## src/rtl/cef_pkg.sv

```systemverilog
// Shared types, constants and gain table builder for the clip edge fade block.
package cef_pkg;

    // Fixed sizes of the block.
    localparam int MAX_CHANNELS       = 8;
    localparam int SINE_TABLE_ENTRIES = 1024;
    localparam int GAIN_BITS          = 16;

    // Field widths.
    localparam int SAMPLE_W  = 24;
    localparam int FRAME_W   = 30;
    localparam int FADE_W    = 20;
    localparam int CHAN_W    = 4;
    localparam int CHPOS_W   = 3;
    localparam int PHASE_W   = 17;
    localparam int PHASE_FRAC = 16;
    localparam int IDX_W     = $clog2(SINE_TABLE_ENTRIES + 1);
    localparam int IDX_SHIFT = PHASE_FRAC - $clog2(SINE_TABLE_ENTRIES);
    localparam int PROD_W    = SAMPLE_W + GAIN_BITS + 1;
    localparam int DIVCNT_W  = $clog2(PHASE_W);

    localparam logic [FRAME_W-1:0] FRAME_MAX = {FRAME_W{1'b1}};
    localparam longint HALF_PI_Q30 = 64'd1686629713;

    // Configuration register indexes.
    localparam logic REG_CHANNELS    = 1'b0;
    localparam logic REG_FADE_FRAMES = 1'b1;

    // Region codes on the result word.
    typedef enum logic [1:0] {
        REGION_FADE_IN  = 2'd0,
        REGION_MIDDLE   = 2'd1,
        REGION_FADE_OUT = 2'd2
    } region_t;

    // One classified word passed from the front to the back.
    typedef struct packed {
        logic signed [SAMPLE_W-1:0] sample;
        region_t                    region;
        logic [FADE_W-1:0]          k;
        logic [FADE_W-1:0]          fade;
        logic                       chan0;
    } item_t;

    typedef logic [GAIN_BITS-1:0] gain_table_t [0:SINE_TABLE_ENTRIES];

    // Quotient of two non-negative values by shift and subtract.
    function automatic longint udiv_q(longint num, longint den);
        longint q;
        longint r;
        int     b;
        q = 0;
        r = 0;
        for (b = 62; b >= 0; b--)
        begin
            r = (r <<< 1) | ((num >>> b) & longint'(1));
            if (r >= den)
            begin
                r = r - den;
                q = q | (longint'(1) <<< b);
            end
        end
        return q;
    endfunction

    // Sine of a Q30 angle in the first quadrant, by a truncated series.
    function automatic longint sine_q30(longint x);
        longint term;
        longint sum;
        longint div;
        int     n;
        term = x;
        sum  = x;
        for (n = 1; n <= 10; n++) begin
            term = (term * x) >>> 30;
            term = (term * x) >>> 30;
            div  = longint'(2 * n) * longint'(2 * n + 1);
            term = udiv_q(term, div);
            if (n % 2 == 1) sum = sum - term;
            else sum = sum + term;
        end
        if (sum < 0) sum = 0;
        if (sum > (longint'(1) <<< 30)) sum = longint'(1) <<< 30;
        return sum;
    endfunction

    // Quarter-wave gain table, evaluated at elaboration.
    function automatic gain_table_t build_gain_table();
        gain_table_t tbl;
        longint      x;
        longint      g;
        longint      maxg;
        int          i;
        maxg = (longint'(1) <<< GAIN_BITS) - 1;
        for (i = 0; i <= SINE_TABLE_ENTRIES; i++) begin
            x = longint'(i) * HALF_PI_Q30 / SINE_TABLE_ENTRIES;
            g = (sine_q30(x) + (longint'(1) <<< (29 - GAIN_BITS))) >>> (30 - GAIN_BITS);
            if (g > maxg) g = maxg;
            tbl[i] = g[GAIN_BITS-1:0];
        end
        return tbl;
    endfunction

endpackage

```

## src/rtl/cef_queue.sv

```systemverilog
// Two-entry word queue between the front and the back.
module cef_queue (
    input  logic           clk,
    input  logic           rst_n,
    input  logic           push,
    input  cef_pkg::item_t push_item,
    output logic           full,
    input  logic           pop,
    output logic           not_empty,
    output cef_pkg::item_t head
);
    import cef_pkg::*;

    item_t      slot_reg [0:1];
    logic       wr_ptr_reg;
    logic       rd_ptr_reg;
    logic [1:0] count_reg;

    assign full      = (count_reg == 2'd2);
    assign not_empty = (count_reg != 2'd0);
    assign head      = slot_reg[rd_ptr_reg];

    // Storage.
    always_ff @(posedge clk)
    begin
        if (push)
        begin
            slot_reg[wr_ptr_reg] <= push_item;
        end
    end

    // Pointers and fill count.
    always_ff @(posedge clk or negedge rst_n)
    begin
        if (!rst_n)
        begin
            wr_ptr_reg <= 1'b0;
            rd_ptr_reg <= 1'b0;
            count_reg  <= 2'd0;
        end
        else
        begin
            if (push) wr_ptr_reg <= ~wr_ptr_reg;
            if (pop)  rd_ptr_reg <= ~rd_ptr_reg;
            if (push && !pop)      count_reg <= count_reg + 2'd1;
            else if (pop && !push) count_reg <= count_reg - 2'd1;
        end
    end

endmodule

```

## config.mk

```make
export PLATFORM = sky130hd
export DESIGN_NAME = cef_queue
export DESIGN_NICKNAME = d
export VERILOG_FILES = /design/src/rtl/cef_pkg.sv /design/src/rtl/cef_queue.sv
export SDC_FILE = /design/constraint.sdc
export NUM_CORES = 1
export LEC_CHECK = 0
export BUFFER_PORTS_ARGS = -buffer_cell sky130_fd_sc_hd__buf_2
export CELL_PAD_IN_SITES_DETAIL_PLACEMENT = 1
export CELL_PAD_IN_SITES_GLOBAL_PLACEMENT = 1
export CORE_ASPECT_RATIO = 0.6
export CORE_UTILIZATION = 33
export CTS_BUF_LIST = sky130_fd_sc_hd__clkbuf_2
export DETAILED_ROUTE_END_ITERATION = 7
export HOLD_SLACK_MARGIN = 0.08
export PLACE_DENSITY = 0.64
export SLEW_MARGIN = 20
export SYNTH_ARGS = -nofsm -noshare
export SYNTH_HDL_FRONTEND = slang
export SYNTH_SLANG_ARGS = --single-unit
```

## constraint.sdc

```tcl
create_clock -name clk -period 5.3 [get_ports clk]
set_input_delay 1.59 -clock clk [delete_from_list [all_inputs] [get_ports clk]]
set_output_delay 1.59 -clock clk [all_outputs]
set_load 0.02 [all_outputs]
```

==> impl_metrics.csv <==
group,metric,value,unit
hold_path,worstHoldPathType,"flop to flop",
cts,cts.sinks,138,
power_and_ir_drop,p_per_area,534,mW/mm^2
timing,period_needed,4.04,ns
worst_setup_path,cp.required,3.71,ns
floorplanning,initial_core_util,34.6,%
finish,largest_reg_flops,134,
logic_synthesis,ys_warn_count,0,
finish,stdcell_area,0.00630,sq mm
global_routing,grt_pass1_wl,14.9,mm
worst_setup_path,rr_worst_depth,2,
routing,ant_nets,0,
floorplanning,io_pins,140,
cts,cts_setup_buffers,0,
placed_design,pre_cts_ws,1.94,ns
logic_synthesis,synth.distinct_cells,15,
status,status,"complete, no violations",
finish,n_fill_cell,1470,
timing,relSlewSlack,28.3,%
finish,drive_above_1_share,62.6,%
timing,grt_setup_unrepaired,"false",
worst_setup_path,worst-setup-path-type,"flop to primary output",
hold_path,holdPathEnd,"count_reg[1]$_DFFE_PN0P_",
timing,setup_tns,0,ns
timing,worst_slack,1.26,ns
routing,wirelength,9.96,mm
timing,final_hold_viol_count,0,
global_routing,grt_max_degree,69,
timing,fmax,0.247,GHz
routing,drtPass1Iterations,4,
worst_setup_path,ff2ff_setup_slack,3.25,ns
hold_path,holdPathStages,1,
worst_setup_path,endpoint_kind,"primary output",
floorplanning,core_area,0.0148,sq mm
routing,drc,0,
floorplanning,die_y,98.4,microns
cts,h-tree-depth,4,
logic_synthesis,yosysTopAreaCell,"edfxtp_1",
power_and_ir_drop,leakagePower,2.41,nW
finish,final_util,42.6,%
finish,area_delta_synth_final,23.2,%
routing,dr_total_vias,2613,
power_and_ir_drop,vdd_drop_max,0.000238,V
global_routing,grt_usage,12.8,%
cts,post_cts_resized,0,
floorplanning,die_w,163,microns
timing,worst_pin_slew,1.08,ns
placed_design,gp_congestion,0.717,
logic_synthesis,syn_area,0.00511,sq mm
hold_path,worstHoldStart,"count_reg[1]$_DFFE_PN0P_",
finish,finalNetCount,449,
timing,setup_viol,0,
cts,numCtsBuffers,17,
routing,first_iter_violations,174,
routing,wl_per_cell,16.9,microns
worst_setup_path,path_max_fanout,68,
logic_synthesis,netlist.area_leader.share,78.7,%
floorplanning,num_rows,34,
logic_synthesis,synth_nets,297,
job,drv_cap,0,
floorplanning,dieArea,0.0160,sq mm
cts,cts.path.max_buffers,2,
logic_synthesis,synthCells,225,
worst_setup_path,worstReg2RegStart,"wr_ptr_reg$_DFFE_PN0P_",
cts,clk_latency,0.64,ns
logic_synthesis,yosys-top-cells-area,"edfxtp_1 (79%), mux2_2 (10%), mux2_4 (5.9%)",
placed_design,port-buffer-count,139,
cts,postCtsHoldBufs,0,
placed_design,placed_area,0.00601,sq mm
timing,finalCritPeriodShare,76.3,%
finish,final_common_cell,"buf_2",
timing,skew,0.0266,ns
global_routing,overflow,0,
worst_setup_path,start_kind,"flop",
worst_setup_path,worstPathArrival,2.45,ns
worst_setup_path,r2r_end,"slot_reg[1][47]$_DFFE_PP_",
logic_synthesis,ys_seq_area_share,80.6,%
global_routing,grt_pass1_vias,2821,
cts,clkTransAtPathRegs,0.21,ns
finish,most-common-layout-cells,"buf_2 (139), edfxtp_1 (134), mux2_2 (47)",
placed_design,hpwl,6.54,mm
cts,tritoncts,"yes",
timing,drv_slew,0,
routing,via_per_inst,4.44,
timing,hold_ws,0.515,ns
logic_synthesis,ys_ff_latch,138,
global_routing,antenna_found_initial,2,
cts,root_buffer,"clkbuf_2",
logic_synthesis,syn_area_per_cell,22.7,sq um
==> power breakdown <==
part	internal (mW)	switching [mW]	leakage, nW	total [mW]
Clock	0.318	0.385	0.154	0.703
Combinational	0.467	0.575	0.956	1.04
Sequential	1.45	0.174	1.30	1.62
Total	2.23	1.14	2.41	3.37
==> logic make-up (layout without fill, tap and decap cells) <==
group         count (synthesis)  after routing  share of synthesized area (%)
simple gates                  5              5                          0.563
fa+ha+maj                     1              1                          0.245
flops                       138            138                           80.6
mux                          67             67                           16.2
xor+xnor                      5              5                          0.856
buf+inv                       9            174                           1.49
other cells                   0              1                              0
==> worst max-delay path, cell delays in order, from the launching register on <==
cell and delay [ns]:
dfrtp_4 1.15, mux2_2 0.43, buf_2 0.16
==> Yosys cell counts <==
library cell  instances
or2_2                 1
nor2b_1               2
buf_6                 2
buf_2                 4
xor2_1                4
mux2_4               20
dfrtp_1               4
edfxtp_1            134
and2_1                1
nor2_1                1
inv_1                 1
buf_8                 2
mux2_2               47
ha_1                  1
xnor2_1               1
==> metal layers <==
metal  wire length, microns  GRT usage [%]
met3                    995           6.99
met1                   4530           16.1
met4                     86           3.45
met2                   4350           19.0
met5                      0              0
==> stage by stage <==
step	instances	total power, mW
2_1_floorplan	225	2.38
3_3_place_gp	556	2.70
3_5_place_dp	556	2.72
4_1_cts	588	3.43
5_1_grt	588	3.54
6_report	589	3.37
==> worst max path at each step <==
| stage | depth (start not counted) | endpoint | slack (ns) | from |
|---|---|---|---|---|
| 2_1_floorplan | 1 | slot_reg[0][0]$_DFFE_PP_ | 0.27 | push |
| 5_1_grt | 2 | head[14] | 1.07 | rd_ptr_reg$_DFFE_PN0P_ |
| 6_report | 2 | head[14] | 1.26 | rd_ptr_reg$_DFFE_PN0P_ |
| 4_1_cts | 2 | head[54] | 1.17 | rd_ptr_reg$_DFFE_PN0P_ |
| 3_3_place_gp | 3 | slot_reg[1][49]$_DFFE_PP_ | 1.94 | push |
| 3_5_place_dp | 2 | head[14] | 1.94 | rd_ptr_reg$_DFFE_PN0P_ |
==> final cells by class <==
class                           instances  area, sq um  share of cell area (%)
Antenna cell                            1         2.50                  0.0397
Timing Repair Buffer                  141          711                    11.3
Inverter                                1         3.75                  0.0595
Sequential cell                       138         4130                    65.5
Multi-Input combinational cell         78          923                    14.6
Clock buffer                           19         95.1                    1.51
Clock inverter                         13          193                    3.06
Tap cell                              198          248                    3.93
Note: power is estimated with default switching activity, not from simulation.
