$ cat src/rtl/cef_pkg.sv
// Shared types, constants and gain table builder for the clip edge fade block.
package cef_pkg;

    // Fixed sizes of the block.
    localparam int MAX_CHANNELS       = 8;
    localparam int SINE_TABLE_ENTRIES = 1024;
    localparam int GAIN_BITS          = 16;

    // Field widths.
    localparam int SAMPLE_W  = 24;
    localparam int FRAME_W   = 30;
    localparam int FADE_W    = 20;
    localparam int CHAN_W    = 4;
    localparam int CHPOS_W   = 3;
    localparam int PHASE_W   = 17;
    localparam int PHASE_FRAC = 16;
    localparam int IDX_W     = $clog2(SINE_TABLE_ENTRIES + 1);
    localparam int IDX_SHIFT = PHASE_FRAC - $clog2(SINE_TABLE_ENTRIES);
    localparam int PROD_W    = SAMPLE_W + GAIN_BITS + 1;
    localparam int DIVCNT_W  = $clog2(PHASE_W);

    localparam logic [FRAME_W-1:0] FRAME_MAX = {FRAME_W{1'b1}};
    localparam longint HALF_PI_Q30 = 64'd1686629713;

    // Configuration register indexes.
    localparam logic REG_CHANNELS    = 1'b0;
    localparam logic REG_FADE_FRAMES = 1'b1;

    // Region codes on the result word.
    typedef enum logic [1:0] {
        REGION_FADE_IN  = 2'd0,
        REGION_MIDDLE   = 2'd1,
        REGION_FADE_OUT = 2'd2
    } region_t;

    // One classified word passed from the front to the back.
    typedef struct packed {
        logic signed [SAMPLE_W-1:0] sample;
        region_t                    region;
        logic [FADE_W-1:0]          k;
        logic [FADE_W-1:0]          fade;
        logic                       chan0;
    } item_t;

    typedef logic [GAIN_BITS-1:0] gain_table_t [0:SINE_TABLE_ENTRIES];

    // Quotient of two non-negative values by shift and subtract.
    function automatic longint udiv_q(longint num, longint den);
        longint q;
        longint r;
        int     b;
        q = 0;
        r = 0;
        for (b = 62; b >= 0; b--)
        begin
            r = (r <<< 1) | ((num >>> b) & longint'(1));
            if (r >= den)
            begin
                r = r - den;
                q = q | (longint'(1) <<< b);
            end
        end
        return q;
    endfunction

    // Sine of a Q30 angle in the first quadrant, by a truncated series.
    function automatic longint sine_q30(longint x);
        longint term;
        longint sum;
        longint div;
        int     n;
        term = x;
        sum  = x;
        for (n = 1; n <= 10; n++) begin
            term = (term * x) >>> 30;
            term = (term * x) >>> 30;
            div  = longint'(2 * n) * longint'(2 * n + 1);
            term = udiv_q(term, div);
            if (n % 2 == 1) sum = sum - term;
            else sum = sum + term;
        end
        if (sum < 0) sum = 0;
        if (sum > (longint'(1) <<< 30)) sum = longint'(1) <<< 30;
        return sum;
    endfunction

    // Quarter-wave gain table, evaluated at elaboration.
    function automatic gain_table_t build_gain_table();
        gain_table_t tbl;
        longint      x;
        longint      g;
        longint      maxg;
        int          i;
        maxg = (longint'(1) <<< GAIN_BITS) - 1;
        for (i = 0; i <= SINE_TABLE_ENTRIES; i++) begin
            x = longint'(i) * HALF_PI_Q30 / SINE_TABLE_ENTRIES;
            g = (sine_q30(x) + (longint'(1) <<< (29 - GAIN_BITS))) >>> (30 - GAIN_BITS);
            if (g > maxg) g = maxg;
            tbl[i] = g[GAIN_BITS-1:0];
        end
        return tbl;
    endfunction

endpackage

$ cat src/rtl/cef_front.sv
// Front end: configuration, clip tracking and region classification of each word.
module cef_front (
    input  logic                                  clk,
    input  logic                                  rst_n,
    input  logic                                  cfg_valid,
    output logic                                  cfg_ready,
    input  logic                                  cfg_index,
    input  logic [cef_pkg::FADE_W-1:0]            cfg_data,
    input  logic                                  in_valid,
    output logic                                  in_ready,
    input  logic signed [cef_pkg::SAMPLE_W-1:0]   sample,
    input  logic [cef_pkg::FRAME_W-1:0]           clip_frames,
    input  logic                                  first_of_clip,
    input  logic                                  q_full,
    output logic                                  push,
    output cef_pkg::item_t                        push_item
);
    import cef_pkg::*;

    logic [CHAN_W-1:0]  channels_reg;
    logic [FADE_W-1:0]  fade_frames_reg;
    logic [CHPOS_W-1:0] channel_pos_reg;
    logic [FRAME_W-1:0] frame_pos_reg;
    logic [FADE_W-1:0]  fade_count_reg;
    logic [FRAME_W-1:0] tail_start_reg;

    logic [FRAME_W-1:0] half;
    logic [FADE_W-1:0]  fade_eff;
    logic [FRAME_W-1:0] tail_eff;
    logic [FRAME_W-1:0] frame_eff;
    logic [CHPOS_W-1:0] chan_eff;
    logic [FRAME_W-1:0] tail_off;
    logic [CHAN_W-1:0]  nch;
    logic [CHAN_W-1:0]  chan_sum;
    region_t            region_c;
    logic [FADE_W-1:0]  k_c;
    logic [CHPOS_W-1:0] channel_pos_next;
    logic [FRAME_W-1:0] frame_pos_next;

    assign cfg_ready = 1'b1;
    assign in_ready  = !q_full;
    assign push      = in_valid && in_ready;

    // Clip values in force for this word: fresh ones on the first word of a clip.
    always_comb
    begin
        half = clip_frames >> 1;
        if (first_of_clip)
        begin
            if (FRAME_W'(fade_frames_reg) < half) fade_eff = fade_frames_reg;
            else fade_eff = half[FADE_W-1:0];
            tail_eff  = clip_frames - FRAME_W'(fade_eff);
            frame_eff = '0;
            chan_eff  = '0;
        end
        else
        begin
            fade_eff  = fade_count_reg;
            tail_eff  = tail_start_reg;
            frame_eff = frame_pos_reg;
            chan_eff  = channel_pos_reg;
        end
    end

    // Region and frame offset within the fade.
    always_comb
    begin
        tail_off = frame_eff - tail_eff;
        if (frame_eff < FRAME_W'(fade_eff))
        begin
            region_c = REGION_FADE_IN;
            k_c      = frame_eff[FADE_W-1:0];
        end
        else if (frame_eff >= tail_eff && tail_off < FRAME_W'(fade_eff))
        begin
            region_c = REGION_FADE_OUT;
            k_c      = tail_off[FADE_W-1:0];
        end
        else
        begin
            region_c = REGION_MIDDLE;
            k_c      = '0;
        end
    end

    // Channel and frame advance.
    always_comb
    begin
        if (channels_reg == '0) nch = CHAN_W'(1);
        else if (channels_reg > CHAN_W'(MAX_CHANNELS)) nch = CHAN_W'(MAX_CHANNELS);
        else nch = channels_reg;
        chan_sum = CHAN_W'(chan_eff) + CHAN_W'(1);
        if (chan_sum >= nch)
        begin
            channel_pos_next = '0;
            if (frame_eff < FRAME_MAX) frame_pos_next = frame_eff + FRAME_W'(1);
            else frame_pos_next = frame_eff;
        end
        else
        begin
            channel_pos_next = chan_sum[CHPOS_W-1:0];
            frame_pos_next   = frame_eff;
        end
    end

    always_comb
    begin
        push_item.sample = sample;
        push_item.region = region_c;
        push_item.k      = k_c;
        push_item.fade   = fade_eff;
        push_item.chan0  = (chan_eff == '0);
    end

    // Configuration and clip state.
    always_ff @(posedge clk or negedge rst_n)
    begin
        if (!rst_n)
        begin
            channels_reg    <= CHAN_W'(2);
            fade_frames_reg <= '0;
            channel_pos_reg <= '0;
            frame_pos_reg   <= '0;
            fade_count_reg  <= '0;
            tail_start_reg  <= '0;
        end
        else
        begin
            if (cfg_valid && cfg_ready)
            begin
                case (cfg_index)
                    REG_CHANNELS:    channels_reg    <= cfg_data[CHAN_W-1:0];
                    REG_FADE_FRAMES: fade_frames_reg <= cfg_data;
                    default:         ;
                endcase
            end
            if (push)
            begin
                channel_pos_reg <= channel_pos_next;
                frame_pos_reg   <= frame_pos_next;
                fade_count_reg  <= fade_eff;
                tail_start_reg  <= tail_eff;
            end
        end
    end

endmodule

$ cat config.mk
export PLATFORM = sky130hd
export DESIGN_NAME = cef_front
export DESIGN_NICKNAME = d
export VERILOG_FILES = /design/src/rtl/cef_pkg.sv /design/src/rtl/cef_front.sv
export SDC_FILE = /design/constraint.sdc
export NUM_CORES = 1
export LEC_CHECK = 0
export CORE_MARGIN = 2
export CORE_UTILIZATION = 65
export DETAILED_ROUTE_END_ITERATION = 12
export DONT_BUFFER_PORTS = 1
export PLACE_DENSITY = 0.81
export SLEW_MARGIN = 5
export SYNTH_ARGS = -nofsm -noshare
export SYNTH_HDL_FRONTEND = slang
export SYNTH_SLANG_ARGS = --single-unit
$ cat constraint.sdc
create_clock -name clk -period 14 [get_ports clk]
set_clock_uncertainty 0.15 [all_clocks]
set_input_delay 1.4 -clock clk [delete_from_list [all_inputs] [get_ports clk]]
set_output_delay 1.4 -clock clk [all_outputs]
set_load 0.01 [all_outputs]
==> results of run 1 <==
==> cells in the final DEF (no fill, tap or decap), types with 3 or more instances in the layout <==
| cell type | count |
|---|---|
| mux2_2 | 50 |
| o211ai_1 | 5 |
| o32ai_2 | 3 |
| or3_1 | 4 |
| and2_1 | 6 |
| and3_1 | 14 |
| and4_1 | 7 |
| a21o_1 | 39 |
| nor3b_1 | 3 |
| o21a_1 | 11 |
| a31oi_1 | 8 |
| nor2b_1 | 25 |
| o32ai_1 | 9 |
| mux2i_1 | 31 |
| inv_1 | 84 |
| o22ai_2 | 8 |
| nor2_1 | 107 |
| dfrtp_1 | 106 |
| o21ai_0 | 63 |
| clkbuf_16 | 9 |
| a211oi_1 | 9 |
| nand2_1 | 151 |
| nand4_1 | 20 |
| o31a_1 | 3 |
| a2111oi_0 | 6 |
| nor3_1 | 20 |
| ha_1 | 114 |
| nand3_1 | 30 |
| nand2b_1 | 9 |
| a221oi_1 | 3 |
| a21oi_1 | 106 |
| o21bai_1 | 6 |
| nor4_1 | 11 |
| xor2_1 | 34 |
| xnor2_1 | 41 |
| clkinvlp_4 | 3 |
==> metal layers <==
metal  global-route usage  up-vias  routed length [um]
li1                     -     4337                   -
met3               0.0693       70                1840
met2                0.534      285               12500
met1                0.403     4200               11200
met4                0.164        0                1330
met5                    0        -                   0
==> final timing paths <==
path / end / slack [ns]
worst max-delay path: push_item[29] / 2.70
worst min-delay path: tail_start_reg[17] / 0.34
worst max register to register: tail_start_reg[26] / 8.05
worst min register to register: tail_start_reg[17] / 0.34
max in group asynchronous: channels_reg[1] / 12.93
min in group asynchronous: fade_frames_reg[10] / 0.57
==> worst reg2reg max path: cells and delay by family, from the launching register on <==
kind	cells	cell delay, ns
buffers and inverters	1	0.35
xor gates and xnor gates	1	0.19
muxes	1	0.30
adders and majority gates	2	0.63
AOI/OAI and AO/OA	10	3.11
DFF	1	0.41
and+or+nand+nor	4	0.74
==> layout make-up <==
type | instances | share of cell area
Tap cell | 216 | 0.0256
Timing Repair Buffer | 2 | 0.00142
Inverter | 84 | 0.0298
Multi-Input combinational cell | 997 | 0.664
Clock buffer | 11 | 0.0220
Sequential cell | 107 | 0.253
Clock inverter | 5 | 0.00379
==> cells by family (layout without fill, tap and decap cells) <==
group	count (synthesis)	in the layout	synth area share
AO/OA/AOI/OAI	308	308	0.200
XOR/XNOR	75	75	0.0634
adder cells (fa/ha/maj)	115	115	0.140
buffers and inverters	153	102	0.0663
flip-flops	107	107	0.258
multiplexers	81	81	0.0842
other	1	1	0.000362
AND/OR/NAND/NOR	417	417	0.188
==> metrics by stage <==
| stage | setup WS [ns] | instances | utilization | hold WS (ns) | cell area (um2) |
|---|---|---|---|---|---|
| floorplan | 3.61 | 1257 | - | 0.300 | 10400 |
| global placement | 3.08 | 1406 | 0.655 | 0.313 | 10300 |
| detailed placement | 2.81 | 1406 | 0.655 | 0.324 | 10300 |
| CTS | 2.79 | 1422 | 0.673 | 0.340 | 10600 |
| global route | 1.98 | 1422 | 0.673 | 0.357 | 10600 |
| finish | 2.70 | 1422 | 0.673 | 0.336 | 10600 |
==> power by group <==
| part | switching [uW] | total, uW | internal (uW) |
|---|---|---|---|
| Clock | 129 | 251 | 122 |
| Sequential | 34.9 | 405 | 370 |
| Combinational | 345 | 585 | 240 |
| Total | 509 | 1240 | 732 |
==> cell usage after synthesis (all sizes together) (3+ instances only) <==
master	number
a21o	39
ha	114
o22ai	9
nor3	20
buf	34
a211oi	10
o31ai	4
and2	6
a31oi	8
nand3	30
o211ai	5
o32ai	12
dfrtp	106
and4	7
clkbuf	35
mux2i	31
or3	4
a2111oi	6
nand2b	9
nor2b	26
inv	84
nand4	20
nor2	107
xnor2	41
nor3b	3
o31a	4
mux2	50
nand2	152
xor2	34
a221oi	4
a21oi	107
o21bai	6
o21ai	63
nor4	11
and3	14
o21a	11
==> metrics.csv, run 1 <==
metric;value;unit
status;completed;
grt_max_degree;115;
place_congestion;0.954;
die_w;130;um
syn2layout_area_growth;1.96;%
cts_setup_buffers;0;
worstMarginPinSlew;1.11;ns
max_stage_delay;0.70;ns
seq_area_frac_synth;0.258;
syn-num-nets;1453;
cts_tree;yes;
die_area;17000;um2
htreeDepth;3;
crit_slowest_cell;or4_4;
hp-start;tail_start_reg[17];
max_freq;0.0885;GHz
multiInputGateArea;7020;um2
drc;0;
final_nets;1397;
yosys.area.top_type;dfrtp_1;
reg2regPathDepth;19;
ioPinCount;151;
rows;46;
tns;0;ns
synth_cell_types;70;
start_util;0.660;
synth.avg_cell_area;8.25;um2
ant_nets;0;
total_leakage_power;0.00493;uW
async_reset_ff_frac;1.00;
grt_antenna_before_repair;0;
timing.final.crit_share;0.807;
chipHeight;130;um
cts_hold_buf;0;
ys_seq_elements;107;
power_density;117;nW/um2
clock_latency;0.37;ns
cts_sinks;107;
maxSlewViolCount;0;
fin_crit;11.30;ns
grt_usage;0.324;
wl;26900;um
setup_viol;0;
syn_area;10400;um2
rr_startpoint;fade_frames_reg[10];
start_kind;input pin;
worstSetupPathDepth;34;
yosys.area.top_type_share;0.256;
num_vias;8892;
rsz0062_at_grt;no;
routedWlPerCell;18.9;um
ff_latch_area;2680;um2
synth_edf_count;0;
yosys-top-cells-area;dfrtp_1, ha_1, nand2_1;
design_power_total;1240;uW
critical_path_arrival;9.75;ns
grt_pass1_vias;8468;
timing.final.hold_violations;0;
cp_common_cell;a21oi_1;
viasPerCell;6.25;
required;12.45;ns
drt_pass1_iterations;7;
root_buffer;clkbuf_16;
coreArea;15700;um2
ctsResizeCount;0;
yosys_warnings;0;
diodes;0;
holdPathStages;2;
slew_headroom;0.261;
numCtsBuffers;9;
clk_path_buf_depth;2;
overflow;0;
maxCapViolations;0;
cp_num_buf_inv;2;
grt_pass1_wl;42600;um
worst_path_dominant_cell_family;compound AO/OA/AOI/OAI gates;
crit_type;input pin to output port;
path_clk_slew;0.08;ns
io_buffers;0;
irDropWorstVdd;0.0000825;V
crit_path_start;clip_frames[11];
synthCells;1257;
n_fill_cell;1344;
drt_iter0_markers;627;
endpoint_kind;output port;
synth_flop_cell;dfrtp_1;
min_path_type;flip-flop to flip-flop;
drive_gt1_frac;0.0771;
hpwl;20800;um
cp_max_fo;36;
No activity file was read; power rests on OpenSTA's default activity.
==> inputs of run 2 (changes only) <==
CORE_UTILIZATION = 60   (was 65)
PLACE_DENSITY = 0.79   (was 0.81)
clock period = 9.3 ns   (was 14 ns; I/O delays follow)
==> run 2 against run 1 <==
  * The flow now finishes with violations (setup timing)
  * Routed wire length grew 18%
  * Cell count grew 11%
  * Clock-buffer cell count is the same
  * Combinational power grew 110%
  * Worst setup slack lost 3.0 ns
  * Die area grew 8.1%
  * Critical endpoint is now push_item[28]
  * Largest power group unchanged
  * Highest routed layer unchanged
==> metrics.csv, run 2 (same netlist as run 1, synthesis figures left out) <==
metric;value;unit;change
chipHeight;135;um;+4.0%
power_switching;898;uW;+76%
reg2regPathDepth;23;;+4
crit_path_end;push_item[28];;
wl;31600;um;+18%
maxCapViolations;0;;unchanged
clock_latency;0.37;ns;about the same
die_w;135;um;+4.0%
htreeDepth;3;;unchanged
r2r_end;tail_start_reg[24];;
timing.final.hold_violations;0;;unchanged
cts_hold_buf;0;;unchanged
min_path_type;input pin to async pin;;
syn2layout_area_growth;19.6;%;
instances_no_fill;1576;;+11%
endpoint_kind;output port;;
routedWlPerCell;20.1;um;+6.2%
rows;48;;+4.3%
final.setup.worst_slack;-0.309;ns;-3.01 ns
power_density;181;nW/um2;+54%
start_kind;input pin;;
grt_pass1_vias;9234;;+9.0%
crit_path_start;clip_frames[13];;
rsz0062_at_grt;yes;;
max_stage_delay;0.67;ns;-0.03 ns
dp.cells;1530;;+8.8%
status;finished with violations;;
power.share.sequential;0.275;;-0.051
critical_path_arrival;8.53;ns;-1.22 ns
final_nets;1542;;+10%
hpwl;21800;um;+4.7%
irDropWorstVdd;0.000134;V;+62%
final_cell_mix;nand2_1, buf_4, dfrtp_1;;
r2r_slack;3.98;ns;-4.07 ns
required;8.22;ns;-4.23 ns
cts_tree;yes;;
maxSlewViolCount;0;;unchanged
ant_nets;0;;unchanged
max_freq;0.104;GHz;
grt_antenna_before_repair;0;;unchanged
clkPwrFrac;0.192;;-0.010
worstMarginPinSlew;1.20;ns;+0.0878 ns
drc;0;;unchanged
io_buffers;0;;unchanged
ff_latch_area;2680;um2;unchanged
grt_max_degree;115;;unchanged
combPwrFrac;0.533;;+0.061
coreArea;17100;um2;+8.9%
ioPinCount;151;;unchanged
overflow;0;;unchanged
fin_crit;9.61;ns;
p_int;1350;uW;+84%
violations;setup timing;;
cp_max_fo;7;;-81%
root_buffer;clkbuf_16;;
n_fill_cell;1249;;-7.1%
swShare;0.400;;-0.00992
layout_commonest_cell;nand2_1;;
rr_startpoint;fade_frames_reg[10];;
die_area;18300;um2;+8.1%
drive_gt1_frac;0.238;;+0.161
setup_viol;22;;+22
diodes;0;;unchanged
drt_iter0_markers;827;;+32%
crit_slowest_cell;or4_4;;
slew_headroom;0.202;;-0.0586
place_congestion;0.946;;-0.84%
grt_usage;0.320;;-0.00357
viasPerCell;6.27;;+0.29%
drt_pass1_iterations;5;;-2
timing.final.crit_share;1.03;;
total_leakage_power;0.00579;uW;+17%
cts_sinks;107;;unchanged
start_util;0.606;;-0.0541
crit_type;input pin to output port;;
multiInputGateArea;7690;um2;+9.6%
num_vias;9884;;+11%
path_clk_slew;0.09;ns;about the same
final_core_util;0.725;;+0.0520
numCtsBuffers;9;;unchanged
grt_pass1_wl;46200;um;+8.4%
clk_path_buf_depth;2;;unchanged
## run 2: worst min-delay path by stage
stage,from,endpoint,depth (start not counted)
2_1_floorplan,tail_start_reg[11],tail_start_reg[11],2
3_3_place_gp,fade_count_reg[7],fade_count_reg[7],2
3_5_place_dp,fade_count_reg[4],fade_count_reg[4],2
4_1_cts,rst_n,fade_count_reg[8],0
5_1_grt,rst_n,fade_frames_reg[10],0
6_report,rst_n,fade_frames_reg[7],0
## run 2: layout make-up
| cell class | instances | area share |
|---|---|---|
| clock buffers | 11 | 0.0204 |
| clock inverters | 5 | 0.00545 |
| inverters | 84 | 0.0260 |
| multi-input cells | 1000 | 0.620 |
| flip-flops and latches | 107 | 0.216 |
| well taps | 225 | 0.0227 |
| repair buffers | 144 | 0.0896 |
## run 2: power groups by stage
stage | registers (uW) | logic [uW] | clock network [uW]
4_1_cts | 611 | 1060 | 430
6_report | 617 | 1200 | 430
2_1_floorplan | 602 | 692 | 0
3_3_place_gp | 612 | 984 | 0
3_5_place_dp | 619 | 1010 | 0
5_1_grt | 627 | 1290 | 450
## run 2: critical path, delay by kind of cell
kind | cells | cell delay [ns]
compound gates | 15 | 3.28
xor+xnor | 2 | 0.31
fa+ha+maj | 4 | 1.07
buf+inv | 6 | 0.69
mux | 1 | 0.10
simple gates | 11 | 2.13
## run 2: metal layers
metal  wire length [um]  part of all wire  vias up  global-route usage
li1                   -                 -     4631                   -
met1              12800              0.40     4772               0.397
met2              15500              0.49      384               0.550
met3               1900             0.060       97              0.0505
met4               1400             0.044        0               0.147
met5                  0                 0        -                   0
## run 2: through the flow
| step | setup TNS [ns] | setup WS [ns] | total power, uW | hold slack [ns] | instance area, um2 |
|---|---|---|---|---|---|
| floorplan | 0 | 0.0233 | 1290 | 0.300 | 10400 |
| global placement | -8.00 | -0.415 | 1600 | 0.313 | 11200 |
| detailed placement | -13.22 | -0.662 | 1630 | 0.321 | 11200 |
| CTS | 0 | 0.000536 | 2100 | 0.0999 | 11700 |
| global route | -10.68 | -0.534 | 2370 | 0.0877 | 12400 |
| finish | -5.66 | -0.309 | 2240 | 0.109 | 12400 |
## run 2: timing repair
action	4_1_cts	5_1_grt
gates resized for setup	40	89
pin swaps	15	73
endpoints found under the setup margin	22	22
setup buffers	6	21
gates cloned	2	1
==> inputs of run 3 (changes only) <==
CORE_UTILIZATION = 35   (was 60)
PLACE_DENSITY = unset   (was 0.79)
==> run 3 against run 2 <==
  * The run still ends with setup timing left
  * Clock-buffer cell count decreased by 2
  * Core utilization is 29 points lower
  * Cell count up 12%
  * Power fell by 2.3%
  * First-iteration DRC count is 30% lower
  * Clock power about the same
  * Design area is 2.6% higher
  * Global-route usage shrank 12 points
  * Worst setup slack better by 0.079 ns
  * Non-clock buffer count rose by 23
  * Maximum frequency increased by 0.83%
  * Sequential power decreased by 0.8%
  * Critical path type unchanged
  * Largest cell class unchanged
  * Highest routed layer unchanged
==> metrics.csv, run 3 (same netlist as run 1, synthesis figures left out) <==
metric;value;unit;change
cts_tree;yes;;
combPwrFrac;0.525;;-0.008
grt_usage;0.202;;-0.118
wl_met2;15600;um;+0.30%
power.share.sequential;0.279;;+0.004
start_kind;input pin;;
wl_met1;13400;um;+4.4%
clock_latency;0.37;ns;about the same
rr_startpoint;fade_frames_reg[10];;
drive_gt1_frac;0.233;;-0.00494
syn2layout_area_growth;22.8;%;
cp_common_cell;a21oi_1;;
worstMarginPinSlew;1.13;ns;-0.0676 ns
ioPinCount;151;;unchanged
hpwl;24500;um;+12%
start_util;0.353;;-0.253
root_buffer;clkbuf_16;;
crit_path_end;push_item[30];;
final_cell_mix;buf_4, nand2_1, nor2_1, dfrtp_1, ha_1;;
setup_viol;22;;unchanged
grt_pass1_wl;49300;um;+6.8%
drt_pass1_iterations;5;;unchanged
ant_nets;0;;unchanged
coreArea;29400;um2;+72%
maxCapViolations;0;;unchanged
overflow;0;;unchanged
ff_latch_area;2680;um2;unchanged
htreeDepth;3;;unchanged
multiInputGateArea;7580;um2;-1.4%
reg2regPathDepth;26;;+13%
max_freq;0.105;GHz;+0.83%
grt_pass1_vias;9204;;-0.32%
wl;31800;um;+0.74%
power_switching;864;uW;-3.7%
numCtsBuffers;9;;unchanged
die_w;176;um;+30%
total_leakage_power;0.00588;uW;+1.5%
r2r_slack;3.79;ns;-0.19 ns
power_density;172;nW/um2;-4.8%
crit_type;input pin to output port;;
path_clk_slew;0.08;ns;about the same
status;finished with violations;;
endpoint_kind;output port;;
layout_commonest_cell;buf_4;;
fin_crit;9.53;ns;-0.0791 ns
crit_slowest_cell;or4_4;;
rsz0062_at_grt;yes;;
min_path_type;input pin to async pin;;
critical_path_arrival;8.45;ns;-0.08 ns
final.setup.worst_slack;-0.230;ns;+0.0791 ns
drc;0;;unchanged
viasPerCell;5.36;;-14%
max_stage_delay;0.61;ns;-0.06 ns
r2r_end;tail_start_reg[28];;
drt_iter0_markers;583;;-30%
n_fill_cell;2913;;+130%
dr.max_layer_used;met4;;
io_buffers;0;;unchanged
timing.final.crit_share;1.02;;-0.00850
routedWlPerCell;18.1;um;-9.8%
maxSlewViolCount;0;;unchanged
place_congestion;0.893;;-5.6%
crit_path_start;clip_frames[11];;
grt_max_degree;115;;unchanged
cp_max_fo;4;;-3
timing.final.hold_violations;0;;unchanged
diodes;0;;unchanged
die_area;31000;um2;+69%
tns;-4.18;ns;+1.48 ns
rows;63;;+31%
required;8.22;ns;about the same
cts_hold_buf;0;;unchanged
cts_sinks;107;;unchanged
grt_antenna_before_repair;0;;unchanged
wl_met3;1580;um;-16%
design_power_total;2190;uW;-2.3%
num_vias;9447;;-4.4%
slew_headroom;0.247;;+0.0450
p_int;1330;uW;-1.3%
violations;setup timing;;
irDropWorstVdd;0.0000911;V;-32%
swShare;0.394;;-0.00599
clkPwrFrac;0.196;;+0.004
clk_path_buf_depth;2;;unchanged
chipHeight;176;um;+30%
final_nets;1562;;+1.3%
-- run 3: cell count changes in the layout (fill, tap and decap cells not counted), sizes merged --
cell      before  now
clkinv         0    2
inv           86   87
buf          144  166
clkinvlp       2    1
clkbuf        11   10
or4            5    2
-- run 3: how the worst min path moves through the flow --
stage	to	slack, ns	depth (start not counted)	from
floorplan	tail_start_reg[11]	0.30	2	tail_start_reg[11]
global placement	fade_count_reg[14]	0.31	2	fade_count_reg[14]
detailed placement	fade_count_reg[6]	0.32	2	fade_count_reg[6]
CTS	frame_pos_reg[26]	0.1	0	rst_n
global route	frame_pos_reg[17]	0.09	0	rst_n
finish	frame_pos_reg[24]	0.11	0	rst_n
-- run 3: power groups by stage --
stage	Sequential (uW)	Clock [uW]	Combinational (uW)
after floorplan	602	0	692
after global placement	615	0	1050
after detailed placement	618	0	1060
after CTS	610	437	1110
after global routing	625	457	1270
final	612	429	1150
-- run 3: timing repair --
action,CTS,global route
buffers inserted,10,6
resized for setup,48,55
hold endpoints to repair,0,0
pin swaps,20,40
setup endpoints to repair,22,22
cloned,1,1
-- run 3: stage by stage --
stage	cells	setup slack, ns	instance area, um2	hold WS, ns	utilization
floorplan	1257	0.0233	10400	0.300	-
global placement	1728	-0.533	11600	0.313	0.396
detailed placement	1728	-0.717	11600	0.321	0.396
CTS	1755	0.000165	12300	0.0977	0.419
global route	1761	-0.656	12700	0.0936	0.433
finish	1761	-0.230	12700	0.108	0.433
-- run 3: final cells by class --
class / instances / area share
inverter: 84 / 0.0254
timing repair buffer: 167 / 0.105
multi-input combinational: 997 / 0.596
clock inverter: 7 / 0.00757
sequential: 107 / 0.210
clock buffer: 9 / 0.0177
tap: 390 / 0.0383
-- run 3: critical path, delay by kind of cell --
| kind | cells | cell delay (ns) |
|---|---|---|
| buf+inv | 8 | 1.02 |
| xor+xnor | 2 | 0.26 |
| compound gates | 20 | 3.77 |
| fa+ha+maj | 5 | 1.12 |
| simple gates | 6 | 1.30 |
-- run 3: metal layers --
layer	up-vias	global-route usage
li1	4669	-
met1	4482	0.242
met2	230	0.354
met3	66	0.0336
met4	0	0.0968
met5	-	0
